### config.mk
export PLATFORM = sky130hd
export DESIGN_NAME = manchester_frame_receiver_core
export DESIGN_NICKNAME = d
export VERILOG_FILES = /design/src/hdl/mfr_pkg.sv /design/src/hdl/manchester_frame_receiver_core.sv /design/src/hdl/mfr_front.sv /design/src/hdl/mfr_queue.sv
export SDC_FILE = /design/constraint.sdc
export NUM_CORES = 2
export LEC_CHECK = 0
export ABC_AREA = 1
export BUFFER_PORTS_ARGS = -buffer_cell sky130_fd_sc_hd__buf_2
export CAP_MARGIN = 10
export CORE_MARGIN = 2
export CORE_UTILIZATION = 40
export DETAILED_ROUTE_END_ITERATION = 8
export PLACE_DENSITY = 0.59
export SLEW_MARGIN = 20
export SYNTH_ARGS = -nofsm -noshare
export SYNTH_HDL_FRONTEND = slang
export SYNTH_SLANG_ARGS = --single-unit
### constraint.sdc
create_clock -name clock -period 7.08 [get_ports clock]
set_input_delay 1.062 -clock clock [delete_from_list [all_inputs] [get_ports clock]]
set_output_delay 1.062 -clock clock [all_outputs]
set_load 0.05 [all_outputs]
### src/hdl/mfr_pkg.sv
`timescale 1ns / 1ps

package mfr_pkg;

   // payload store size in bits and the counter that can hold it
   localparam int PAYLOAD_BITS = 2048;
   localparam int CNT_W        = $clog2(PAYLOAD_BITS + 1);

   // result queue between the edge front end and the output side
   localparam int Q_DEPTH = 4;
   localparam int Q_PTR_W = $clog2(Q_DEPTH);
   localparam int Q_CNT_W = $clog2(Q_DEPTH + 1);

   // register indexes on the csr channel
   localparam logic [1:0] CSR_OWN_ADDRESS = 2'd0;
   localparam logic [1:0] CSR_TIMEOUT     = 2'd1;

   localparam logic [23:0] TIMEOUT_RESET = 24'd35000;

   // receive phases
   localparam logic [4:0] PH_IDLE    = 5'd0;
   localparam logic [4:0] PH_PRE_3   = 5'd3;
   localparam logic [4:0] PH_PRE_4   = 5'd4;
   localparam logic [4:0] PH_DEST    = 5'd5;
   localparam logic [4:0] PH_DEST_LS = 5'd12;
   localparam logic [4:0] PH_SRC     = 5'd13;
   localparam logic [4:0] PH_SRC_LS  = 5'd20;
   localparam logic [4:0] PH_TYPE    = 5'd21;
   localparam logic [4:0] PH_PAYLOAD = 5'd22;

   localparam logic [15:0] TRAILER_MARK = 16'h0001;
   localparam int          TRAILER_LEN  = 16;

   // floor(x / 3) == (x * RECIP3) >> 33 for every 32-bit x
   localparam logic [31:0] RECIP3 = 32'hAAAA_AAAB;

   // window setup sequence after the preamble lock
   typedef enum logic [1:0] {
      SETUP_IDLE,
      SETUP_THIRD,
      SETUP_BOUNDS
   } setup_type;

   typedef struct packed {
      logic        payload_bit;
      logic [10:0] bit_index;
      logic        frame_end;
      logic        overflow;
      logic [7:0]  dest_address;
      logic [7:0]  source_address;
      logic        forward;
      logic        returned_home;
      logic        is_file;
   } res_type;

endpackage

### src/hdl/manchester_frame_receiver_core.sv
`timescale 1ns / 1ps

// manchester frame receiver: decodes timestamped line edges into payload bits
// req channel: one line edge per request, tdata = {tick[31:0], level}
// rsp channel: one result per accepted payload bit; tlast marks the bit that
//   ends the frame by trailer, tuser carries is_file
// csr channel: index 0 own_address, index 1 timeout_us; csr_ready is always high
// results: each payload edge taken is registered into the result queue and shows on rsp from there
// throughput: one request per cycle while the result queue has room; after the
//   fifth preamble edge the front end holds req_tready low while the 32x32
//   reciprocal multiply forms period/3 and then the acceptance window bounds
// a four-entry result queue sits between the edge front end and rsp; a stalled
//   rsp consumer backs up into it, and req_tready drops only once it is full
// reset: phase back to waiting for preamble, all timing and address state
//   cleared, own_address 0, timeout_us 35000, result queue empty
module manchester_frame_receiver_core
   import mfr_pkg::*;
(
   input  logic        clock,
   input  logic        reset,
   // request side
   input  logic        req_tvalid,
   output logic        req_tready,
   input  logic [39:0] req_tdata,   // [0] level, [32:1] tick, [39:33] zero
   // response side
   output logic        rsp_tvalid,
   input  logic        rsp_tready,
   output logic [31:0] rsp_tdata,   // [0] payload_bit, [11:1] bit_index, [12] overflow,
                                    // [20:13] dest_address, [28:21] source_address,
                                    // [29] forward, [30] returned_home, [31] zero
   output logic        rsp_tlast,   // frame_end
   output logic        rsp_tuser,   // [0] is_file
   // configuration writes
   input  logic        csr_valid,
   output logic        csr_ready,
   input  logic [1:0]  csr_index,
   input  logic [23:0] csr_data
);

   logic    setup_busy;
   logic    q_full;
   logic    edge_accept;
   logic    res_push;
   res_type res_data;
   res_type out_data;

   // stall while the window is being set up or no result slot is free
   assign req_tready  = !setup_busy && !q_full;
   assign edge_accept = req_tvalid && req_tready;
   assign csr_ready   = 1'b1;

   // front end: preamble lock, window check, header and payload tracking
   mfr_front u_front (
      .clock       (clock),
      .reset       (reset),
      .edge_accept (edge_accept),
      .edge_level  (req_tdata[0]),
      .edge_tick   (req_tdata[32:1]),
      .csr_write   (csr_valid && csr_ready),
      .csr_index   (csr_index),
      .csr_data    (csr_data),
      .setup_busy  (setup_busy),
      .res_push    (res_push),
      .res_data    (res_data)
   );

   // back end: result queue that drives the response channel
   mfr_queue u_queue (
      .clock     (clock),
      .reset     (reset),
      .push      (res_push),
      .push_data (res_data),
      .full      (q_full),
      .pop_ready (rsp_tready),
      .pop_valid (rsp_tvalid),
      .pop_data  (out_data)
   );

   assign rsp_tdata = {1'b0,
                       out_data.returned_home,
                       out_data.forward,
                       out_data.source_address,
                       out_data.dest_address,
                       out_data.overflow,
                       out_data.bit_index,
                       out_data.payload_bit};
   assign rsp_tlast = out_data.frame_end;
   assign rsp_tuser = out_data.is_file;

endmodule

### src/hdl/mfr_front.sv
`timescale 1ns / 1ps

module mfr_front
   import mfr_pkg::*;
(
   input  logic        clock,
   input  logic        reset,
   input  logic        edge_accept,
   input  logic        edge_level,
   input  logic [31:0] edge_tick,
   input  logic        csr_write,
   input  logic [1:0]  csr_index,
   input  logic [23:0] csr_data,
   output logic        setup_busy,
   output logic        res_push,
   output res_type     res_data
);

   logic [7:0]       own_ff, own_in;
   logic [23:0]      timeout_ff, timeout_in;
   logic [4:0]       phase_ff, phase_in;
   logic [31:0]      last_ff, last_in;
   logic [31:0]      second_ff, second_in;
   logic [31:0]      period_ff, period_in;
   logic [30:0]      third_ff, third_in;
   logic [31:0]      lo_ff, lo_in;
   logic [32:0]      hi_ff, hi_in;
   setup_type        setup_ff, setup_in;
   logic [7:0]       dest_ff, dest_in;
   logic [7:0]       src_ff, src_in;
   logic             fwd_ff, fwd_in;
   logic             home_ff, home_in;
   logic             file_ff, file_in;
   logic [15:0]      trail_ff, trail_in;
   logic [CNT_W-1:0] count_ff, count_in;

   logic [31:0]      gap;
   logic [63:0]      prod;
   logic             in_win;
   logic [7:0]       dest_next, src_next;
   logic [15:0]      trail_next;
   logic [CNT_W-1:0] count_next;
   logic             trailer, full;

   assign gap        = edge_tick - last_ff;
   assign prod       = 64'(period_ff) * 64'(RECIP3);
   assign in_win     = (gap >= lo_ff) && (33'(gap) <= hi_ff);
   assign dest_next  = {dest_ff[6:0], edge_level};
   assign src_next   = {src_ff[6:0], edge_level};
   assign trail_next = {trail_ff[14:0], edge_level};
   assign count_next = count_ff + CNT_W'(1);
   assign trailer    = (count_next >= CNT_W'(TRAILER_LEN)) && (trail_next == TRAILER_MARK);
   assign full       = (count_next >= CNT_W'(PAYLOAD_BITS));
   assign setup_busy = (setup_ff != SETUP_IDLE);

   always_comb begin
      own_in     = own_ff;
      timeout_in = timeout_ff;
      phase_in   = phase_ff;
      last_in    = last_ff;
      second_in  = second_ff;
      period_in  = period_ff;
      third_in   = third_ff;
      lo_in      = lo_ff;
      hi_in      = hi_ff;
      setup_in   = setup_ff;
      dest_in    = dest_ff;
      src_in     = src_ff;
      fwd_in     = fwd_ff;
      home_in    = home_ff;
      file_in    = file_ff;
      trail_in   = trail_ff;
      count_in   = count_ff;
      res_push   = 1'b0;

      res_data.payload_bit    = edge_level;
      res_data.bit_index      = 11'(count_ff);
      res_data.frame_end      = trailer;
      res_data.overflow       = full && !trailer;
      res_data.dest_address   = dest_ff;
      res_data.source_address = src_ff;
      res_data.forward        = fwd_ff;
      res_data.returned_home  = home_ff;
      res_data.is_file        = file_ff;

      if (csr_write) begin
         case (csr_index)
            CSR_OWN_ADDRESS: own_in     = csr_data[7:0];
            CSR_TIMEOUT:     timeout_in = csr_data;
            default:         ;
         endcase
      end

      // window bounds: period/3 by reciprocal, then the two bounds
      case (setup_ff)
         SETUP_THIRD: begin
            third_in = prod[63:33];
            setup_in = SETUP_BOUNDS;
         end
         SETUP_BOUNDS: begin
            lo_in    = period_ff - 32'(third_ff);
            hi_in    = 33'(period_ff) + 33'(third_ff);
            setup_in = SETUP_IDLE;
         end
         default: ;
      endcase

      if (edge_accept) begin
         if (phase_ff < PH_DEST) begin
            // preamble wants levels 1,0,1,0,1
            if (edge_level == ~phase_ff[0]) begin
               last_in = edge_tick;
               if (phase_ff == PH_IDLE) begin
                  phase_in = 5'd1;
               end else begin
                  if (phase_ff == PH_PRE_3) begin
                     second_in = gap;
                  end
                  if (phase_ff == PH_PRE_4) begin
                     period_in = 32'((33'(second_ff) + 33'(gap)) >> 1);
                     setup_in  = SETUP_THIRD;
                  end
                  phase_in = (gap > 32'(timeout_ff)) ? PH_IDLE : phase_ff + 5'd1;
               end
            end
         end else if (in_win) begin
            last_in = edge_tick;
            if (phase_ff < PH_SRC) begin
               dest_in  = dest_next;
               if (phase_ff == PH_DEST_LS) begin
                  fwd_in = (dest_next != own_ff);
               end
               phase_in = phase_ff + 5'd1;
            end else if (phase_ff < PH_TYPE) begin
               src_in = src_next;
               if (phase_ff == PH_SRC_LS) begin
                  home_in = (src_next == own_ff);
                  if (src_next == own_ff) begin
                     fwd_in = 1'b0;
                  end
               end
               phase_in = phase_ff + 5'd1;
            end else if (phase_ff == PH_TYPE) begin
               file_in  = ~edge_level;
               trail_in = '0;
               count_in = '0;
               phase_in = PH_PAYLOAD;
            end else begin
               res_push = 1'b1;
               if (trailer || full) begin
                  phase_in = PH_IDLE;
                  trail_in = '0;
                  count_in = '0;
               end else begin
                  trail_in = trail_next;
                  count_in = count_next;
               end
            end
         end
      end
   end

   always_ff @(posedge clock) begin
      if (reset) begin
         own_ff     <= '0;
         timeout_ff <= TIMEOUT_RESET;
         phase_ff   <= PH_IDLE;
         last_ff    <= '0;
         second_ff  <= '0;
         period_ff  <= '0;
         third_ff   <= '0;
         lo_ff      <= '0;
         hi_ff      <= '0;
         setup_ff   <= SETUP_IDLE;
         dest_ff    <= '0;
         src_ff     <= '0;
         fwd_ff     <= 1'b0;
         home_ff    <= 1'b0;
         file_ff    <= 1'b0;
         trail_ff   <= '0;
         count_ff   <= '0;
      end else begin
         own_ff     <= own_in;
         timeout_ff <= timeout_in;
         phase_ff   <= phase_in;
         last_ff    <= last_in;
         second_ff  <= second_in;
         period_ff  <= period_in;
         third_ff   <= third_in;
         lo_ff      <= lo_in;
         hi_ff      <= hi_in;
         setup_ff   <= setup_in;
         dest_ff    <= dest_in;
         src_ff     <= src_in;
         fwd_ff     <= fwd_in;
         home_ff    <= home_in;
         file_ff    <= file_in;
         trail_ff   <= trail_in;
         count_ff   <= count_in;
      end
   end

   a_no_accept_in_setup: assert property (@(posedge clock) disable iff (reset)
      setup_busy |-> !edge_accept)
      else $error("edge taken while window setup runs");

   a_phase_range: assert property (@(posedge clock) disable iff (reset)
      phase_ff <= PH_PAYLOAD)
      else $error("phase out of range");

   a_push_only_payload: assert property (@(posedge clock) disable iff (reset)
      res_push |-> (edge_accept && phase_ff == PH_PAYLOAD))
      else $error("result pushed outside payload phase");

   a_frame_end_idles: assert property (@(posedge clock) disable iff (reset)
      (res_push && (res_data.frame_end || res_data.overflow)) |=> phase_ff == PH_IDLE)
      else $error("frame end did not return to idle");

endmodule

### src/hdl/mfr_queue.sv
`timescale 1ns / 1ps

module mfr_queue
   import mfr_pkg::*;
(
   input  logic    clock,
   input  logic    reset,
   input  logic    push,
   input  res_type push_data,
   output logic    full,
   input  logic    pop_ready,
   output logic    pop_valid,
   output res_type pop_data
);

   res_type            slot_ff [Q_DEPTH];
   logic [Q_PTR_W-1:0] wr_ff, wr_in;
   logic [Q_PTR_W-1:0] rd_ff, rd_in;
   logic [Q_CNT_W-1:0] cnt_ff, cnt_in;
   logic               pop;

   assign full      = (cnt_ff == Q_CNT_W'(Q_DEPTH));
   assign pop_valid = (cnt_ff != '0);
   assign pop_data  = slot_ff[rd_ff];
   assign pop       = pop_valid && pop_ready;

   always_comb begin
      wr_in  = push ? wr_ff + Q_PTR_W'(1) : wr_ff;
      rd_in  = pop ? rd_ff + Q_PTR_W'(1) : rd_ff;
      cnt_in = cnt_ff + Q_CNT_W'(push) - Q_CNT_W'(pop);
   end

   always_ff @(posedge clock) begin
      if (push) begin
         slot_ff[wr_ff] <= push_data;
      end
   end

   always_ff @(posedge clock) begin
      if (reset) begin
         wr_ff  <= '0;
         rd_ff  <= '0;
         cnt_ff <= '0;
      end else begin
         wr_ff  <= wr_in;
         rd_ff  <= rd_in;
         cnt_ff <= cnt_in;
      end
   end

   a_no_overrun: assert property (@(posedge clock) disable iff (reset)
      full |-> !push)
      else $error("push into a full queue");

   a_count_bound: assert property (@(posedge clock) disable iff (reset)
      cnt_ff <= Q_CNT_W'(Q_DEPTH))
      else $error("queue count above depth");

   a_count_step: assert property (@(posedge clock) disable iff (reset)
      (push && !pop) |=> cnt_ff == $past(cnt_ff) + Q_CNT_W'(1))
      else $error("queue count missed a push");

endmodule
Word-level counts from Yosys, hierarchy flattened
Memories as Yosys holds them, arrays and structs flattened. A register that Yosys moved wholly into a read port is not among the register bits. Index checks and enable logic that the tools add are counted.

Memories kept: 1. Bits in writable memories: 132. Input port bits: 71. Output and inout port bits: 37. Logic and storage cells: 129. Bits in registers: 284.

Bitwise logic cells: 6. Add/subtract/negate cells: 10. Multiply operators: 1. Magnitude comparators: 8. Multiplexer cells: 37. Eq/ne operators: 15. Reductions and logical operators: 31.

Memories: u_queue.slot_ff (words 4, bits a word 33, rd ports 1, clocked after Yosys merged registers in 1, write ports 1, line mfr_queue.sv:16) `res_type slot_ff [Q_DEPTH];`.

Operators with widths (number): $mux W32 (3); $mul A32 B32 Y64 const B (1); $mux W5 (9); $add A32 B31 Y33 (1); $add A32 B32 Y33 (1); $le A32 B33 Y1 (1); $ge A32 B32 Y1 (1); $gt A32 B24 Y1 (1); $sub A32 B31 Y32 (1); $sub A32 B32 Y32 (1); $mux W15 (2); $mux W12 (2); $reduce_and A5 Y1 (4); $eq A16 B1 Y1 const B (1); $mux W2 (7); $mux W1 (13); $add A12 B1 Y12 const B (1); $ge A12 B12 Y1 const B (1); $ge A12 B5 Y1 const B (1); $reduce_and A6 Y1 (2); $eq A5 B5 Y1 const B (2); $reduce_bool A2 Y1 (5); $eq A8 B8 Y1 (1); $ne A8 B8 Y1 (1); other kinds (28) (45).

Depth between registers and ports, before layout
Depth after elaboration: 10. Depth in mapped cells: 33. Depth with buffers taken out: 33.

By module
A second synthesis with hierarchy kept.

Cells, all modules: 5537. Area total of the unflattened synthesis: 43230.2 sq um.

Modules (own cells, without submodules): mfr_front (area an instance 37796.2 sq um, seq. area each 5525.3 sq um, times used 1, cells an instance 5146); mfr_queue (area an instance 5383.9 sq um, seq. area each 4144.0 sq um, times used 1, cells an instance 381); manchester_frame_receiver_core (area an instance 50.0 sq um, seq. area each 0.0 sq um, times used 1, cells an instance 10).

Worst setup path before layout
OpenSTA, ideal clock, no wires.

Kind: flip-flop to flip-flop. From: reg u_front.period_ff[8]. To: reg u_front.third_ff[25]. Cell stages (with the launch flop): 31. Clock period less this slack: 6.391 ns. Arrival time: 6.282 ns. Path buffers: 0. Setup slack: 0.689 ns. Setup time: 0.109 ns. Data required time: 6.971 ns. Path through: dfxtp_1 ha_1 xnor2_1 inv_1 ha_1 a21oi_1 inv_1 fa_1 inv_1 fa_1 inv_1 fa_1 fa_1 fa_1 inv_1 fa_1 inv_1 ha_1 nand2_1 nor2_1 inv_1 nor2_1 nand3_1 o21ai_0 nand2_1 nand2_1 nand3_1 nand3_1 nand3_1 nand2_1 inv_1.

Longest elaborated chain between the ends: 1.

Ends and longest elaborated chain: start: declaration (line mfr_front.sv:24) `logic [31:0] period_ff, period_in;`; start signal: assignment (line mfr_front.sv:188) `period_ff <= period_in;`; $mul A32 B32 Y64 (line mfr_front.sv:46) `assign prod = 64'(period_ff) * 64'(RECIP3);`; end signal: assignment (line mfr_front.sv:189) `third_ff <= third_in;`; end: declaration (line mfr_front.sv:25) `logic [30:0] third_ff, third_in;`.

No other way between the ends. A chain may end at the register's enable or synchronous reset.

Worst setup path in the final report
From: reg u_front.period_ff[20]. To: reg u_front.third_ff[13].

Same word-level chain as after synthesis.

==> impl_results.md <==
* Cts bufs inserted at 47
* First-pass GRT wire length at 212000 microns
* Startpoint types: register
* Post-synthesis adder-cell area fraction at 0.338
* Combinational family with the most area after synthesis: adder cells
* Critical path endpoint category: register
* Post-synth EDFFs at 132
* Final Net Count at 6852
* Area Overhead vs Synth at 14.4%
* Cell count after synthesis at 5511
* Top Layer Used: met5
* Hpwl dp at 118000 microns
* Clock Latency Late Sink at 0.64 ns
* Placer Congestion at between 0.9 and 1
* Remaining DRCs at 0
* DRT iter0 DRCs at 2904
* Number of synthesized register bits at 417
* Top_reg_cell synth: dfxtp_1
* Synth Net Count at 6529
* CTS Buffer Depth at 3
* CP arrival at 7.33 ns
* H-tree depth at 2
* DP Area at 47200 sq um
* Via count at 37300
* Avg WL per Cell at about 19 microns
* DR WL met2 at 61300 microns
* Max-cap violations at 0
* Post-synthesis xor/xnor area fraction at 0.0276
* FILL cells at 10700
* Die width at 332 microns
* Avg Cell Area, Syn at 7.82 sq um
* Lkg Pwr at 25.8 nW
* Global route overflow at 0
* Die area at 110000 sq um
* Synthesis warning total at 0
* Run status: finished clean
* Post-Synth Simple-Gate Area at 0.146
* Sink Count at 417
* Worst hold-check path type: register to register
* GRT Util Overall at 0.249
* Avg Vias per Cell at 5.12
* TritonCTS clock tree: done
* Vias in the first global route at 35300
* Die H at 332 microns
* Clk slew on worst S/H paths at ~0.06 ns
* Antenna-violating nets left at 0
* Asr flop ratio synth at 0
* # setup viols final at 0
* Worst vdd ir at ~0.25 mV
* WL final at 140000 microns
* Yosys cell types at 58
* Hold_buf cts at 0
* Crit share post-route at 0.968
* Routed length on met3 at ~9300 microns
* Diodes inserted at 0
* Complex-gate fraction of the synthesized area at 0.144
* Slew Limit Headroom at 0.293
* # rows at 120
* WS Path Type: register to register
* Tmin final at 6.85 ns
* CP Max Fanout at 4
* CTS Root Cell: clkbuf_16
* I/O Buffers at 98
* Largest net degree at the start of global routing at 94
* Final Cell Area at 49300 sq um
* Initial antenna violation count at 1
* Fmax at 146 MHz
* Final core utilization at 0.461
* Fin Clk Skew at 0.0539 ns
* Sequential share of the synthesized area at 0.224
* Power Density at 273 nW/um^2
* Ratio of cells with drive above 1 in the final layout at 0.105
* Initial Util at 0.403
* Pins Over Slew Limit at 0
* Met1 Wirelength at 65400 microns
* Post-Synthesis Cell Area at 43100 sq um
* Worst EP required at 7.56 ns
* Mux share of post-synthesis cell area at 0
* Ports at 108
* Worst Tran Pin Value at 1.06 ns
* Core area at 107000 sq um
* Pre-antenna DRT Iters at 6
* Count of final hold-check violations at 0
registers in the layout, summed over array words and instances (netlist names), 12 cells and up, named ones only:
| name | cells |
|---|---|
| u_queue.slot_ff | 132 |
| u_front.trail_ff | 15 |
| u_front.second_ff | 32 |
| u_front.count_ff | 12 |
| u_front.period_ff | 32 |
| u_front.last_ff | 32 |
| u_front.timeout_ff | 24 |
| u_front.hi_ff | 33 |
| u_front.third_ff | 31 |
| u_front.lo_ff | 31 |
worst max-delay path, cell delays in order (launching register included):
cell      delay (ns)
dfxtp_1         0.34
ha_1            0.32
inv_1           0.09
fa_2            0.59
inv_1           0.07
fa_1            0.48
inv_1           0.05
fa_1            0.54
inv_1           0.07
fa_2            0.63
fa_1            0.44
fa_1            0.50
inv_1           0.05
fa_1            0.52
inv_1           0.05
ha_1            0.32
inv_1           0.09
o21bai_1        0.09
a31oi_1         0.20
buf_4           0.16
o21ai_1         0.08
a21oi_1         0.30
nand3_1         0.35
nand2_1         0.14
nand2_1         0.05
o21ai_0         0.15
inv_1           0.06
final timing paths:
kind                                             to                                from  cells after the start  slack [ns]
hold / removal      u_front.last_ff[4]$_SDFFE_PP0P_     u_front.last_ff[4]$_SDFFE_PP0P_                      2        0.46
setup reg to reg  u_front.third_ff[13]$_SDFFE_PP0P_  u_front.period_ff[20]$_SDFFE_PP0P_                     26        0.23
hold reg to reg     u_front.last_ff[4]$_SDFFE_PP0P_     u_front.last_ff[4]$_SDFFE_PP0P_                      2        0.46
setup / recovery  u_front.third_ff[13]$_SDFFE_PP0P_  u_front.period_ff[20]$_SDFFE_PP0P_                     26        0.23
cells in the final DEF (no fill, tap or decap), types with 19 or more instances in the layout:
cell type	netlist	layout
dfxtp_1	285	268
o21bai_1	32	32
fa_1	364	360
xor2_1	91	90
inv_1	1233	1231
o22ai_1	33	33
a21o_1	33	33
buf_4	4	302
buf_2	20	97
a21oi_1	475	463
ha_1	583	572
o211ai_1	45	45
nor2_1	454	430
a31oi_1	31	31
nand2_1	764	760
nand4_1	56	56
xnor2_1	45	39
nand3_1	145	141
o21a_1	33	33
o21ai_0	389	378
edfxtp_1	132	132
nor2_2	1	19
nor3_1	36	33
clkbuf_16	0	49
through the flow:
step                      total power, mW  hold slack (ns)  TNS (ns)  cells  worst slack (ns)
after floorplan                      8.02            0.433         0   5511             0.689
after global placement               10.6            0.446    -0.413   7182           -0.0952
after detailed placement             10.7            0.452    -0.538   7182            -0.131
after CTS                            13.4            0.461         0   7271            0.0190
after global routing                 14.5            0.484    -0.165   7276           -0.0538
final                                13.5            0.456         0   7276             0.229
synth_stat cells (3+ instances only):
| library cell | instances | area, sq um |
|---|---|---|
| clkbuf_1 | 103 | 387 |
| fa_1 | 364 | 7290 |
| ha_1 | 583 | 7290 |
| buf_1 | 4 | 15.0 |
| o211ai_1 | 45 | 338 |
| nand2_1 | 764 | 2870 |
| a21oi_1 | 475 | 2380 |
| or2_2 | 18 | 113 |
| a21boi_0 | 9 | 67.6 |
| a31oi_1 | 31 | 194 |
| o221ai_1 | 5 | 43.8 |
| and2_1 | 8 | 50.1 |
| o21ai_1 | 6 | 30.0 |
| nor3b_1 | 3 | 22.5 |
| o21bai_1 | 32 | 240 |
| a211oi_1 | 3 | 22.5 |
| dfxtp_1 | 285 | 5710 |
| a221oi_1 | 5 | 43.8 |
| inv_2 | 3 | 11.3 |
| buf_2 | 20 | 100 |
| nor4_1 | 20 | 125 |
| a21o_1 | 33 | 248 |
| buf_4 | 4 | 30.0 |
| inv_1 | 1233 | 4630 |
| xnor2_1 | 45 | 394 |
| nor2_1 | 454 | 1700 |
| o21a_1 | 33 | 248 |
| o21ai_0 | 389 | 1950 |
| o2111ai_1 | 4 | 35.0 |
| nor3_1 | 36 | 180 |
| o22ai_1 | 33 | 206 |
| nand4_1 | 56 | 350 |
| nand3b_1 | 7 | 52.6 |
| edfxtp_1 | 132 | 3960 |
| nand3_1 | 145 | 726 |
| xor2_1 | 91 | 797 |
area by class of cell:
type | instances | area [sq um] | area share
multi-input cells | 3726 | 28600 | 0.581
clock inverters | 27 | 383 | 0.00776
well taps | 1403 | 1760 | 0.0356
clock buffers | 61 | 1340 | 0.0272
flip-flops and latches | 417 | 9690 | 0.197
repair buffers | 405 | 2860 | 0.0581
inverters | 1237 | 4650 | 0.0942
power by group:
group / leakage [nW] / internal [mW] / total, mW / switching (mW)
registers: 3.63 / 2.72 / 2.85 / 0.128
clock network: 0.849 / 1.58 / 2.68 / 1.10
logic: 21.3 / 2.62 / 7.94 / 5.32
total: 25.8 / 6.92 / 13.5 / 6.55
logic make-up after synthesis:
| kind of cell | Yosys count |
|---|---|
| other cells | 2 |
| xor+xnor | 136 |
| flops | 417 |
| buf+inv | 1368 |
| fa+ha+maj | 947 |
| simple gates | 1523 |
| compound gates | 1118 |
repair_timing:
action / 4_1_cts / 5_1_grt
resized for setup: 10 / 92
pin swaps: 1 / 12
endpoints found under the setup margin: 24 / 31
buffers inserted: 1 / 5
per-layer routing:
layer	up-vias	track usage
met5	-	0
met4	2	0.0611
met3	154	0.0375
met2	1028	0.387
met1	17800	0.361
li1	18300	-
No activity file was read; power rests on OpenSTA's default activity.
